**config.mk**
```make
export PLATFORM = sky130hd
export DESIGN_NAME = sign_lms_fir_predictor_inverse_core
export DESIGN_NICKNAME = d
export VERILOG_FILES = /design/src/rtl/slfpi_pkg.sv /design/src/rtl/sign_lms_fir_predictor_inverse_core.sv /design/src/rtl/slfpi_hist_mem.sv /design/src/rtl/slfpi_coef_mem.sv
export SDC_FILE = /design/constraint.sdc
export NUM_CORES = 2
export LEC_CHECK = 0
export ABC_AREA = 1
export CAP_MARGIN = 15
export CORE_UTILIZATION = 39
export CTS_BUF_LIST = sky130_fd_sc_hd__clkbuf_4
export CTS_CLUSTER_DIAMETER = 30
export DETAILED_ROUTE_END_ITERATION = 8
export DONT_BUFFER_PORTS = 1
export GPL_ROUTABILITY_DRIVEN = 0
export PLACE_DENSITY = 0.51
export SLEW_MARGIN = 25
export SYNTH_ARGS = -nofsm -noshare
export SYNTH_HDL_FRONTEND = slang
export SYNTH_HIERARCHICAL = 1
export SYNTH_SLANG_ARGS = --single-unit
```
**constraint.sdc**
```tcl
create_clock -name clock -period 12.1 [get_ports clock]
set_input_delay 0.605 -clock clock [delete_from_list [all_inputs] [get_ports clock]]
set_output_delay 0.605 -clock clock [all_outputs]
set_load 0.005 [all_outputs]
```
**src/rtl/slfpi_pkg.sv**
```systemverilog
// Shared types and constants for the sign-sign LMS FIR predictor inverse.
// Used by the history memory, the coefficient memory and the core top level.
// No dependencies.
`default_nettype none

package slfpi_pkg;

   // Sizes
   localparam int COEF_SLOTS_DEF = 32;
   localparam int HIST_DEPTH     = 32;
   localparam int HIST_AW        = $clog2(HIST_DEPTH);
   localparam int IDX_W          = 5;
   localparam int DATA_W         = 32;
   localparam int COEF_W         = 16;

   // Special orders and position limit
   localparam logic [IDX_W-1:0] ORDER_DIFF = 5'h1f;
   localparam logic [5:0]       POS_MAX    = 6'd63;

   // Configuration register indexes
   localparam logic [1:0] CSR_ORDER = 2'd0;
   localparam logic [1:0] CSR_SHIFT = 2'd1;
   localparam logic [1:0] CSR_BITS  = 2'd2;

   // History memory command: push a new sample, read a tap (0 = newest)
   typedef struct packed {
      logic               push;
      logic [DATA_W-1:0]  push_data;
      logic [HIST_AW-1:0] tap;
   } hist_cmd_type;

   // Coefficient memory command: one write and one read index per cycle
   typedef struct packed {
      logic              wr;
      logic [IDX_W-1:0]  widx;
      logic [COEF_W-1:0] wdata;
      logic [IDX_W-1:0]  ridx;
   } coef_cmd_type;

endpackage

`default_nettype wire

```
**src/rtl/sign_lms_fir_predictor_inverse_core.sv**
```systemverilog
// Sign-sign LMS FIR predictor inverse: residuals in, reconstructed samples out.
// Coefficient load: no result. Copied sample: straight to the result state.
// Warm-up / difference sample: one history read, then the result. Predicted sample:
// base read, dot product (one shared multiplier, one tap per cycle), rounding, sum
// and an update walk over at most order coefficients. One item at a time.
// Reset: order 8, shift 9, width 16, position 0; memories hold undefined data.
`default_nettype none

module sign_lms_fir_predictor_inverse_core
   import slfpi_pkg::*;
#(
   parameter int COEF_SLOTS = COEF_SLOTS_DEF
) (
   input  wire logic                     clock,
   input  wire logic                     reset,
   // input items
   input  wire logic                     req_valid,
   output logic                          req_ready,
   input  wire logic                     req_action,
   input  wire logic [IDX_W-1:0]         req_coef_index,
   input  wire logic signed [COEF_W-1:0] req_coef_value,
   input  wire logic signed [DATA_W-1:0] req_residual,
   input  wire logic                     req_first_of_frame,
   // results
   output logic                          rsp_valid,
   input  wire logic                     rsp_ready,
   output logic signed [DATA_W-1:0]      rsp_sample_out,
   // configuration writes
   input  wire logic                     csr_valid,
   output logic                          csr_ready,
   input  wire logic [1:0]               csr_index,
   input  wire logic [5:0]               csr_data
);

   typedef enum logic [7:0] {
      ST_IDLE  = 8'b0000_0001,
      ST_HWAIT = 8'b0000_0010,
      ST_BWAIT = 8'b0000_0100,
      ST_DOT   = 8'b0000_1000,
      ST_ROUND = 8'b0001_0000,
      ST_SUM   = 8'b0010_0000,
      ST_WALK  = 8'b0100_0000,
      ST_DONE  = 8'b1000_0000
   } state_type;

   state_type         state_ff, state_in;
   logic [IDX_W-1:0]  order_ff, order_in;
   logic [3:0]        shift_ff, shift_in;
   logic [5:0]        bits_ff, bits_in;
   logic [5:0]        pos_ff, pos_in;
   logic [DATA_W-1:0] res_ff, res_in;
   logic [DATA_W-1:0] base_ff, base_in;
   logic [DATA_W-1:0] sum_ff, sum_in;
   logic [DATA_W-1:0] prod_ff, prod_in;
   logic              prod_v_ff, prod_v_in;
   logic              rd_v_ff, rd_v_in;
   logic [IDX_W-1:0]  dot_j_ff, dot_j_in;
   logic [DATA_W-1:0] sh_ff, sh_in;
   logic [DATA_W-1:0] s_ff, s_in;
   logic [DATA_W-1:0] err_ff, err_in;
   logic              neg_mode_ff, neg_mode_in;
   logic [IDX_W-1:0]  pn_ff, pn_in;
   logic              rsp_valid_ff, rsp_valid_in;
   logic [DATA_W-1:0] rsp_data_ff, rsp_data_in;

   hist_cmd_type      hist_cmd;
   coef_cmd_type      coef_cmd;
   logic [DATA_W-1:0] hist_rdata;
   logic [COEF_W-1:0] coef_rdata;

   // datapath temporaries
   logic [5:0]              pos_eff;
   logic                    dot_issue;
   logic signed [DATA_W-1:0] diff;
   logic signed [47:0]      mac_full;
   logic [DATA_W-1:0]       rnd_sum;
   logic [DATA_W-1:0]       v_raw;
   logic [DATA_W-1:0]       v_mag;
   logic                    v_pos;
   logic                    v_neg;
   logic                    flip;
   logic [DATA_W-1:0]       v_q;
   logic [IDX_W-1:0]        weight;
   logic [36:0]             term_full;
   logic [DATA_W-1:0]       err_next;
   logic                    walk_go;

   // sign-extend from bit width; 0 or 32 and up leaves the word as is
   function automatic logic [DATA_W-1:0] sext_to(input logic [DATA_W-1:0] v,
                                                 input logic [5:0] bits);
      logic [5:0]        sh;
      logic [DATA_W-1:0] r;
      sh = 6'd32 - bits;
      if (bits == 6'd0 || bits >= 6'd32) begin
         r = v;
      end else begin
         r = DATA_W'($signed(v << sh) >>> sh);
      end
      return r;
   endfunction

   // memories
   slfpi_hist_mem u_hist (
      .clock   (clock),
      .reset   (reset),
      .cmd     (hist_cmd),
      .rd_data (hist_rdata)
   );

   slfpi_coef_mem #(
      .COEF_SLOTS (COEF_SLOTS)
   ) u_coef (
      .clock   (clock),
      .cmd     (coef_cmd),
      .rd_data (coef_rdata)
   );

   // handshakes
   assign req_ready      = (state_ff == ST_IDLE);
   assign csr_ready      = 1'b1;
   assign rsp_valid      = rsp_valid_ff;
   assign rsp_sample_out = rsp_data_ff;

   // dot product arithmetic
   assign diff     = $signed(hist_rdata - base_ff);
   assign mac_full = diff * $signed(coef_rdata);
   assign rnd_sum  = sum_ff + ((DATA_W'(1) << shift_ff) >> 1);

   // update walk arithmetic
   assign v_raw     = base_ff - hist_rdata;
   assign v_pos     = (v_raw != '0) && !v_raw[DATA_W-1];
   assign v_neg     = v_raw[DATA_W-1];
   assign flip      = neg_mode_ff ? v_pos : v_neg;
   assign v_mag     = flip ? (DATA_W'(0) - v_raw) : v_raw;
   assign v_q       = DATA_W'($signed(v_mag) >>> shift_ff);
   assign weight    = order_ff - pn_ff;
   assign term_full = v_q * weight;
   assign err_next  = err_ff - term_full[DATA_W-1:0];
   assign walk_go   = neg_mode_ff ? err_next[DATA_W-1]
                                  : ((err_next != '0) && !err_next[DATA_W-1]);

   assign pos_eff   = req_first_of_frame ? 6'd0 : pos_ff;
   assign dot_issue = dot_j_ff < order_ff;

   // control and datapath next state
   always_comb begin
      state_in     = state_ff;
      order_in     = order_ff;
      shift_in     = shift_ff;
      bits_in      = bits_ff;
      pos_in       = pos_ff;
      res_in       = res_ff;
      base_in      = base_ff;
      sum_in       = sum_ff;
      prod_in      = prod_ff;
      prod_v_in    = 1'b0;
      rd_v_in      = 1'b0;
      dot_j_in     = dot_j_ff;
      sh_in        = sh_ff;
      s_in         = s_ff;
      err_in       = err_ff;
      neg_mode_in  = neg_mode_ff;
      pn_in        = pn_ff;
      rsp_valid_in = rsp_valid_ff && !rsp_ready;
      rsp_data_in  = rsp_data_ff;
      hist_cmd     = '0;
      coef_cmd     = '0;

      // configuration beats
      if (csr_valid) begin
         unique case (csr_index)
            CSR_ORDER: order_in = csr_data[IDX_W-1:0];
            CSR_SHIFT: shift_in = csr_data[3:0];
            CSR_BITS:  bits_in  = csr_data;
            default:   ;
         endcase
      end

      unique case (state_ff)
         ST_IDLE: begin
            if (req_valid) begin
               if (!req_action) begin
                  // coefficient load
                  coef_cmd.wr    = 1'b1;
                  coef_cmd.widx  = req_coef_index;
                  coef_cmd.wdata = req_coef_value;
               end else begin
                  res_in = req_residual;
                  pos_in = (pos_eff == POS_MAX) ? POS_MAX : pos_eff + 6'd1;
                  priority if (pos_eff == 6'd0 || order_ff == '0) begin
                     s_in     = req_residual;
                     state_in = ST_DONE;
                  end else if (order_ff == ORDER_DIFF || pos_eff <= {1'b0, order_ff}) begin
                     hist_cmd.tap = '0;
                     state_in     = ST_HWAIT;
                  end else begin
                     hist_cmd.tap = order_ff;
                     state_in     = ST_BWAIT;
                  end
               end
            end
         end

         ST_HWAIT: begin
            s_in     = sext_to(hist_rdata + res_ff, bits_ff);
            state_in = ST_DONE;
         end

         ST_BWAIT: begin
            base_in  = hist_rdata;
            sum_in   = '0;
            dot_j_in = '0;
            state_in = ST_DOT;
         end

         // one tap issued per cycle: read, multiply, accumulate
         ST_DOT: begin
            hist_cmd.tap  = dot_j_ff;
            coef_cmd.ridx = dot_j_ff;
            rd_v_in       = dot_issue;
            if (dot_issue) begin
               dot_j_in = dot_j_ff + IDX_W'(1);
            end
            if (rd_v_ff) begin
               prod_in   = mac_full[DATA_W-1:0];
               prod_v_in = 1'b1;
            end
            if (prod_v_ff) begin
               sum_in = sum_ff + prod_ff;
            end
            if (!dot_issue && !rd_v_ff && !prod_v_ff) begin
               state_in = ST_ROUND;
            end
         end

         ST_ROUND: begin
            sh_in    = DATA_W'($signed(rnd_sum) >>> shift_ff);
            state_in = ST_SUM;
         end

         // form the sample and, for a nonzero residual, start the update walk at the highest tap
         ST_SUM: begin
            s_in          = sext_to(sh_ff + base_ff + res_ff, bits_ff);
            err_in        = res_ff;
            neg_mode_in   = res_ff[DATA_W-1];
            pn_in         = order_ff - IDX_W'(1);
            hist_cmd.tap  = order_ff - IDX_W'(1);
            coef_cmd.ridx = order_ff - IDX_W'(1);
            state_in      = (res_ff == '0) ? ST_DONE : ST_WALK;
         end

         // data for pn is here; the read for pn-1 is issued ahead
         ST_WALK: begin
            hist_cmd.tap   = pn_ff - IDX_W'(1);
            coef_cmd.ridx  = pn_ff - IDX_W'(1);
            coef_cmd.wr    = (v_raw != '0);
            coef_cmd.widx  = pn_ff;
            coef_cmd.wdata = flip ? coef_rdata + COEF_W'(1)
                                  : coef_rdata - COEF_W'(1);
            err_in         = err_next;
            if (walk_go && pn_ff != '0) begin
               pn_in = pn_ff - IDX_W'(1);
            end else begin
               state_in = ST_DONE;
            end
         end

         // once the output register is free, hand the sample over and shift it into the history
         ST_DONE: begin
            if (!rsp_valid_ff || rsp_ready) begin
               rsp_valid_in       = 1'b1;
               rsp_data_in        = s_ff;
               hist_cmd.push      = 1'b1;
               hist_cmd.push_data = s_ff;
               state_in           = ST_IDLE;
            end
         end

         default: state_in = ST_IDLE;
      endcase
   end

   // control registers
   always_ff @(posedge clock) begin
      if (reset) begin
         state_ff     <= ST_IDLE;
         order_ff     <= IDX_W'(8);
         shift_ff     <= 4'd9;
         bits_ff      <= 6'd16;
         pos_ff       <= '0;
         rd_v_ff      <= 1'b0;
         prod_v_ff    <= 1'b0;
         rsp_valid_ff <= 1'b0;
      end else begin
         state_ff     <= state_in;
         order_ff     <= order_in;
         shift_ff     <= shift_in;
         bits_ff      <= bits_in;
         pos_ff       <= pos_in;
         rd_v_ff      <= rd_v_in;
         prod_v_ff    <= prod_v_in;
         rsp_valid_ff <= rsp_valid_in;
      end
   end

   // payload registers
   always_ff @(posedge clock) begin
      res_ff      <= res_in;
      base_ff     <= base_in;
      sum_ff      <= sum_in;
      prod_ff     <= prod_in;
      dot_j_ff    <= dot_j_in;
      sh_ff       <= sh_in;
      s_ff        <= s_in;
      err_ff      <= err_in;
      neg_mode_ff <= neg_mode_in;
      pn_ff       <= pn_in;
      rsp_data_ff <= rsp_data_in;
   end

endmodule

`default_nettype wire

```
**src/rtl/slfpi_hist_mem.sv**
```systemverilog
// Circular history buffer of reconstructed samples, one synchronous memory.
// Tap k reads the k-th newest sample; read data is registered and arrives in the next cycle.
// Depends on slfpi_pkg.
`default_nettype none

module slfpi_hist_mem
   import slfpi_pkg::*;
(
   input  wire logic              clock,
   input  wire logic              reset,
   input  wire hist_cmd_type      cmd,
   output logic [DATA_W-1:0]      rd_data
);

   logic [DATA_W-1:0]  mem [HIST_DEPTH];
   logic [HIST_AW-1:0] head_ff;
   logic [HIST_AW-1:0] head_in;
   logic [HIST_AW-1:0] wr_addr;
   logic [HIST_AW-1:0] rd_addr;
   logic [DATA_W-1:0]  rd_data_ff;

   // head points at the newest entry; a push lands one slot further
   assign wr_addr = head_ff + HIST_AW'(1);
   assign rd_addr = head_ff - cmd.tap;
   assign head_in = cmd.push ? wr_addr : head_ff;

   always_ff @(posedge clock) begin
      if (reset) begin
         head_ff <= '0;
      end else begin
         head_ff <= head_in;
      end
   end

   // memory array, registered read
   always_ff @(posedge clock) begin
      if (cmd.push) begin
         mem[wr_addr] <= cmd.push_data;
      end
      rd_data_ff <= mem[rd_addr];
   end

   assign rd_data = rd_data_ff;

endmodule

`default_nettype wire

```
**src/rtl/slfpi_coef_mem.sv**
```systemverilog
// Adapting coefficient table, one synchronous memory with registered read.
// Slots at or above COEF_SLOTS read as zero and drop writes.
// Depends on slfpi_pkg.
`default_nettype none

module slfpi_coef_mem
   import slfpi_pkg::*;
#(
   parameter int COEF_SLOTS = COEF_SLOTS_DEF
) (
   input  wire logic          clock,
   input  wire coef_cmd_type  cmd,
   output logic [COEF_W-1:0]  rd_data
);

   localparam int SLOT_W = $clog2(COEF_SLOTS);

   logic [COEF_W-1:0] mem [COEF_SLOTS];
   logic              wr_ok;
   logic              rd_ok;
   logic [SLOT_W-1:0] rd_addr;
   logic [COEF_W-1:0] rd_data_ff;
   logic              rd_ok_ff;

   // range checks against the slot count
   assign wr_ok   = cmd.wr && (int'(cmd.widx) < COEF_SLOTS);
   assign rd_ok   = int'(cmd.ridx) < COEF_SLOTS;
   assign rd_addr = rd_ok ? cmd.ridx[SLOT_W-1:0] : '0;

   always_ff @(posedge clock) begin
      if (wr_ok) begin
         mem[cmd.widx[SLOT_W-1:0]] <= cmd.wdata;
      end
      rd_data_ff <= mem[rd_addr];
      rd_ok_ff   <= rd_ok;
   end

   assign rd_data = rd_ok_ff ? rd_data_ff : '0;

endmodule

`default_nettype wire
```
# After elaboration in Yosys (flattened, before gate mapping)
# Memories as Yosys holds them, arrays and structs flattened. A register that Yosys moved wholly into a read port is not among the register bits.
# Cells that the tools add are included.
[op_classes] addsub=19 reduce_logical=40 magnitude_cmp=3 n_shift=7 mul=2 bitwise_logic=1 eq_ne=21 mux=46
[ops] op="two-way mux 32 bit" n=7
[ops] op="adder 32 bit" n=4
[ops] op="case mux 32 bit (2 select lines)" n=2
[ops] op="case mux 32 bit (3 select lines)" n=1
[ops] op="subtractor 32 bit" n=3
[ops] op="two-way mux 33 bit" n=2
[ops] op="case mux 8 bit (8 select lines)" n=1
[ops] op="nonzero test 32 bit" n=2
[ops] op="left shift 32 x 6 -> 32 bit" n=2
[ops] op=">>> shifter 32 x 4 -> 32 bit" n=2
[ops] op=">>> shifter 32 x 6 -> 32 bit" n=2
[ops] op="two-way mux 8 bit" n=7
[ops] op="two-way mux 22 bit" n=2
[ops] op="case mux 22 bit (2 select lines)" n=1
[ops] op="adder 32 x 31 -> 32 bit" n=1
[ops] op="logical NOT 32 bit" n=1
[ops] op="multiplier 32 x 16 -> 32 bit" n=1
[ops] op="multiplier 32 x 5 -> 32 bit" n=1
[ops] op="left shift 1 x 4 -> 32 bit (first input constant)" n=1
[ops] op="subtractor 1 x 32 -> 32 bit (first input constant)" n=1
[ops] op="two-way mux 5 bit" n=6
[ops] op="case mux 5 bit (2 select lines)" n=2
[ops] op="case mux 5 bit (4 select lines)" n=1
[ops] op="adder 16 x 1 -> 16 bit (second input constant)" n=1
[ops] op="other kinds (43)" n=85
[totals] register_bits=304 mem_count=2 out_inout_bits=35 mem_bits_rw=1536
[mem_list] memory="u_hist.mem" depth=32 word_bits=32 read_ports=1 rd_clocked_by_memory_dff=1 write_ports=1 line="slfpi_hist_mem.sv:15" text="logic [DATA_W-1:0] mem [HIST_DEPTH];"
[mem_list] memory="u_coef.mem" depth=32 word_bits=16 read_ports=1 rd_clocked_by_memory_dff=1 write_ports=1 line="slfpi_coef_mem.sv:18" text="logic [COEF_W-1:0] mem [COEF_SLOTS];"

# Depth between registers and ports, before layout
[depth] word_depth=14 depth_mapped=68 ltp_nobuf=66

# Modules after synthesis
# Netlist, hierarchy kept.
[by_module_without_submodules] module="sign_lms_fir_predictor_inverse_core" cells_each=7420 area_per_inst_um2=50618.5 n_inst=1
[by_module_without_submodules] module="slfpi_hist_mem" cells_each=4359 area_per_inst_um2=45553.7 n_inst=1
[by_module_without_submodules] module="slfpi_coef_mem" cells_each=1794 area_per_inst_um2=21301.7 n_inst=1

# Worst setup path before layout
# OpenSTA, ideal clock, no wires.
[synth_path] path_type="register to register" start="register base_ff[0]" end="register pn_ff[0] (enable)" t_required_ns=11.819 path_stages_with_launch=64 slack_ns=3.200 arrival_time_ns=8.619 cell_sequence="edfxtp_1 > inv_1 > ha_1 > inv_1 > fa_1 > inv_1 > ha_1 > inv_1 > nor2_1 > nand3_1 > nor2_1 > nand3_1 > nor2_1 > nand2_1 > nor2_1 > nand2_1 > nor2_2 > nand2_2 > (+28 left out) > a21oi_1 > nor2_1 > nand2_1 > nand2_1 > a21boi_0 > o21ai_0 > xor2_1 > nand3_1 > nor2_1 > nand3_1 > nor3_1 > nand2_1 > nor2_1 > nand3_1 > nand2_1 > nand2_1 > nand2_4 > nand2_1"
[synth_via] elab_chain_len=14
[synth_lines] item="start: declaration" line="sign_lms_fir_predictor_inverse_core.sv:52" text="logic [DATA_W-1:0] base_ff, base_in;"
[synth_lines] item="start signal: assignment" line="sign_lms_fir_predictor_inverse_core.sv:309" text="base_ff <= base_in;"
[synth_lines] item="subtractor 32 bit *" line="sign_lms_fir_predictor_inverse_core.sv:130" text="assign v_raw = base_ff - hist_rdata;"
[synth_lines] item="branches (longest 3 deep; another with subtractor 1 x 32 -> 32 bit)"
[synth_lines] item="two-way mux 32 bit *" line="sign_lms_fir_predictor_inverse_core.sv:134" text="assign v_mag = flip ? (DATA_W'(0) - v_raw) : v_raw;"
[synth_lines] item=">>> shifter 32 x 4 -> 32 bit *" line="sign_lms_fir_predictor_inverse_core.sv:135" text="assign v_q = DATA_W'($signed(v_mag) >>> shift_ff);"
[synth_lines] item="multiplier 32 x 5 -> 32 bit *" line="sign_lms_fir_predictor_inverse_core.sv:137" text="assign term_full = v_q * weight;"
[synth_lines] item="subtractor 32 bit *" line="sign_lms_fir_predictor_inverse_core.sv:138" text="assign err_next = err_ff - term_full[DATA_W-1:0];"
[synth_lines] item="nonzero test 32 bit / logical NOT 1 bit (equally long branches)" line="sign_lms_fir_predictor_inverse_core.sv:140" text=": ((err_next != '0) && !err_next[DATA_W-1]);"
[synth_lines] item="logical AND 1 bit" line="sign_lms_fir_predictor_inverse_core.sv:140"
[synth_lines] item="two-way mux 1 bit *" line="sign_lms_fir_predictor_inverse_core.sv:139" text="assign walk_go = neg_mode_ff ? err_next[DATA_W-1]"
[synth_lines] item="logical AND 1 bit *" line="sign_lms_fir_predictor_inverse_core.sv:261" text="if (walk_go && pn_ff != '0) begin"
[synth_lines] item="inequality test 2 bit (no source line) *"
[synth_lines] item="AND reduction 2 bit (no source line) *"
[synth_lines] item="end signal: assignment" line="sign_lms_fir_predictor_inverse_core.sv:317" text="pn_ff <= pn_in;"
[synth_lines] item="end: declaration" line="sign_lms_fir_predictor_inverse_core.sv:62" text="logic [IDX_W-1:0] pn_ff, pn_in;"
# Every way passes the cells marked *.
# A chain may end at the register's enable or synchronous reset.

# Worst setup path in the final report
[layout_path] start="register base_ff[0]" end="register pn_ff[2] (enable)"
# The elaborated chain is that of the path after synthesis.

==> summary.txt <==
status -> completed
Skew-Pair Late Insertion Delay -> 1.54 ns
RSZ-0062 raised after global routing -> no
I/O Buffers -> 0
post-route DRC violation count -> 0
Startpoint Class -> register
crit path buf inv count -> 9
YS warnings -> 6
htree depth -> 6
die area -> 0.303 mm2
Tmin final -> 11.10 ns
Main synth FF type -> edfxtp_1
Mapped Cells -> 13600
Slowest Stage Delay on Critical Path -> 0.54 ns
worst endpoint data arrival time -> 12.15 ns
most frequent CP cell -> nand2_1
CP top delay family -> simple AND/OR/NAND/NOR gates
number of buffers created by CTS -> 561
Cell variety after synth -> 75
Starting DRT DRC Count -> 9406
Clock Path Buffers -> 4
Critical Path Fanout Max -> 28
crit path kind -> reg2reg
final hold violations -> 0
drt pass-1 iters -> 9
clock slew at reported path FFs -> 0.06 ns
Yosys top cell by area -> edfxtp_1
Synth top area share -> 0.461
Top reg by flops -> u_hist/mem
worst hold path class -> in2reg
max reg flops -> 1024
worst relative slew slack -> 0.227
final setup violation count -> 0
fmax -> 90.1 MHz
syn nets -> 14400
Critical Path Sink Type -> register
ranking of synthesized cells by area -> edfxtp_1 (46%), nand2_1 (13%), fa_1 (7.8%)
CTS tree -> yes
Slew Viols, Final -> 0
#FFs+latches synth -> 1888
wire length per cell -> 22.1 um
global-route wire length before repair -> 594 mm
fin worst setup slack -> 0.998 ns
ANT nets after route -> 0
fraction of registers with async set/reset -> 0
IO Pins -> 103
Total GRT Usage -> 0.262
Final period util -> 0.918
synthesized area -> 0.117 mm2
Clock Skews -> 0.231 ns
synth-to-layout area growth -> 10.9%
postcts setup bufs -> 0
Mapped Avg Cell Area -> 8.65 um2
nets -> 14700
vias in the first global route -> 92700
Regs by FF count -> u_hist/mem x1024, u_coef/mem x512
share of cells above drive strength 1 -> 0.105
pre-CTS setup slack -> 1.02 ns
Req. time, crit path -> 13.14 ns
die extent in y -> 551 um
largest net degree at the start of global routing -> 137
Core Rows -> 201
antenna violations before repair -> 31
Post-synth EDFFs -> 1803
vias per cell -> 5.26
Final Routed Wirelength -> 403 mm
DPL Wire Length -> 263 mm
number of clock sinks -> 1888
total negative setup slack -> 0 ns
via count -> 95900
GRT overflow -> 0
MaxCap Viol Count -> 0
Worst Tran Pin Value -> 1.16 ns
Initial Util -> 0.392
die extent in x -> 551 um
sequential element share of the synthesized area -> 0.475
Core Box Area -> 0.300 mm2
CTS Root Cell -> clkbuf_4
CP max-delay cell -> fa_1
## cell type report
cell class / instances / area [um2]
Sequential cell: 1888 / 55900
Tap cell: 3958 / 4950
Clock buffer: 788 / 5920
Fill cell: 29900 / 170000
Clock inverter: 199 / 1350
Multi-Input combinational cell: 9013 / 51700
Timing Repair Buffer: 307 / 2630
Inverter: 2057 / 7760
Antenna cell: 22 / 55.1
## through the flow
step                utilization  instance area [um2]  hold WS, ns  instances
floorplan                     -               117000        0.426      13600
global placement          0.406               122000        0.446      17100
detailed placement        0.406               122000        0.447      17100
CTS                       0.434               130000       0.0757      18200
global route              0.434               130000        0.119      18200
finish                    0.434               130000        0.216      18200
## worst paths after layout
path,from,endpoint,slack [ns],depth (start not counted)
worst min register to register,u_hist/rd_data[2],base_ff[2],0.42,0
worst max-delay path,base_ff[0],pn_ff[2],1.0,63
worst min-delay path,rsp_ready,u_hist/head_ff[2],0.22,4
worst max register to register,base_ff[0],pn_ff[2],1.0,63
## metal layers
| metal | track usage | wire length [um] |
|---|---|---|
| met1 | 0.345 | 170000 |
| met2 | 0.419 | 184000 |
| met3 | 0.0501 | 30700 |
| met4 | 0.117 | 18600 |
| met5 | 0 | 161 |
## timing repair
item / 4_1_cts / 5_1_grt
resized for setup: 0 / 5
hold buffers: 107 / 0
endpoints found under the setup margin: 0 / 11
endpoints found under the hold margin: 661 / 0
## logic make-up (layout without fill, tap and decap cells)
group	after synthesis	count (layout)	share of synthesized area
compound gates	1064	1064	0.0504
flops	1888	1888	0.475
buf+inv	2672	3351	0.0906
other cells	1	23	0.0000319
simple gates	6879	6879	0.249
mux	40	40	0.00341
xor+xnor	232	232	0.0178
fa+ha+maj	797	797	0.114
## cell usage after synthesis, types with 9 or more instances
| cell | instances |
|---|---|
| nand2_2 | 31 |
| nor3_1 | 49 |
| a21boi_0 | 10 |
| buf_6 | 29 |
| buf_1 | 95 |
| o31ai_1 | 10 |
| dfxtp_1 | 85 |
| nand3_2 | 12 |
| clkbuf_1 | 284 |
| buf_4 | 42 |
| nor2_1 | 603 |
| o211ai_1 | 57 |
| nand4_1 | 64 |
| o21a_1 | 27 |
| nor4_1 | 28 |
| a22oi_1 | 10 |
| fa_1 | 455 |
| buf_2 | 162 |
| or2_2 | 168 |
| a211oi_1 | 12 |
| xnor2_1 | 72 |
| nand2_1 | 4058 |
| a21oi_1 | 352 |
| mux2i_1 | 40 |
| a31oi_1 | 32 |
| xor2_1 | 154 |
| clkinv_1 | 27 |
| nand3b_1 | 9 |
| nand3_1 | 1806 |
| inv_1 | 1998 |
| inv_2 | 31 |
| o21bai_1 | 28 |
| ha_1 | 342 |
| o21ai_0 | 477 |
| nor2_2 | 16 |
| edfxtp_1 | 1803 |
## layout by cell type, fill, tap and decap left out, drive strengths merged, types with 33 or more instances in the layout
cell	n
o21ai	481
dfxtp	85
nand4	65
nor2	626
a31oi	33
inv	2054
edfxtp	1803
o211ai	57
mux2i	40
dlygate4sd3	107
a21oi	353
nand3	1819
clkbuf	788
nor3	50
nand2	4092
buf	200
ha	342
xor2	158
fa	455
or2	171
clkinv	176
xnor2	74
## worst register-to-register path, delay by kind of cell, from the launching register on
kind	cells	cell delay (ns)
AND/OR/NAND/NOR	35	4.24
adder cells (fa/ha/maj)	7	2.78
AO/OA/AOI/OAI	10	1.88
buffers and inverters	9	0.88
XOR/XNOR	2	0.45
flip-flops	1	0.40
Power is left out: the tool's default activity adds up to more than one toggle a clock period on the data nets, which glitch-free logic cannot reach.
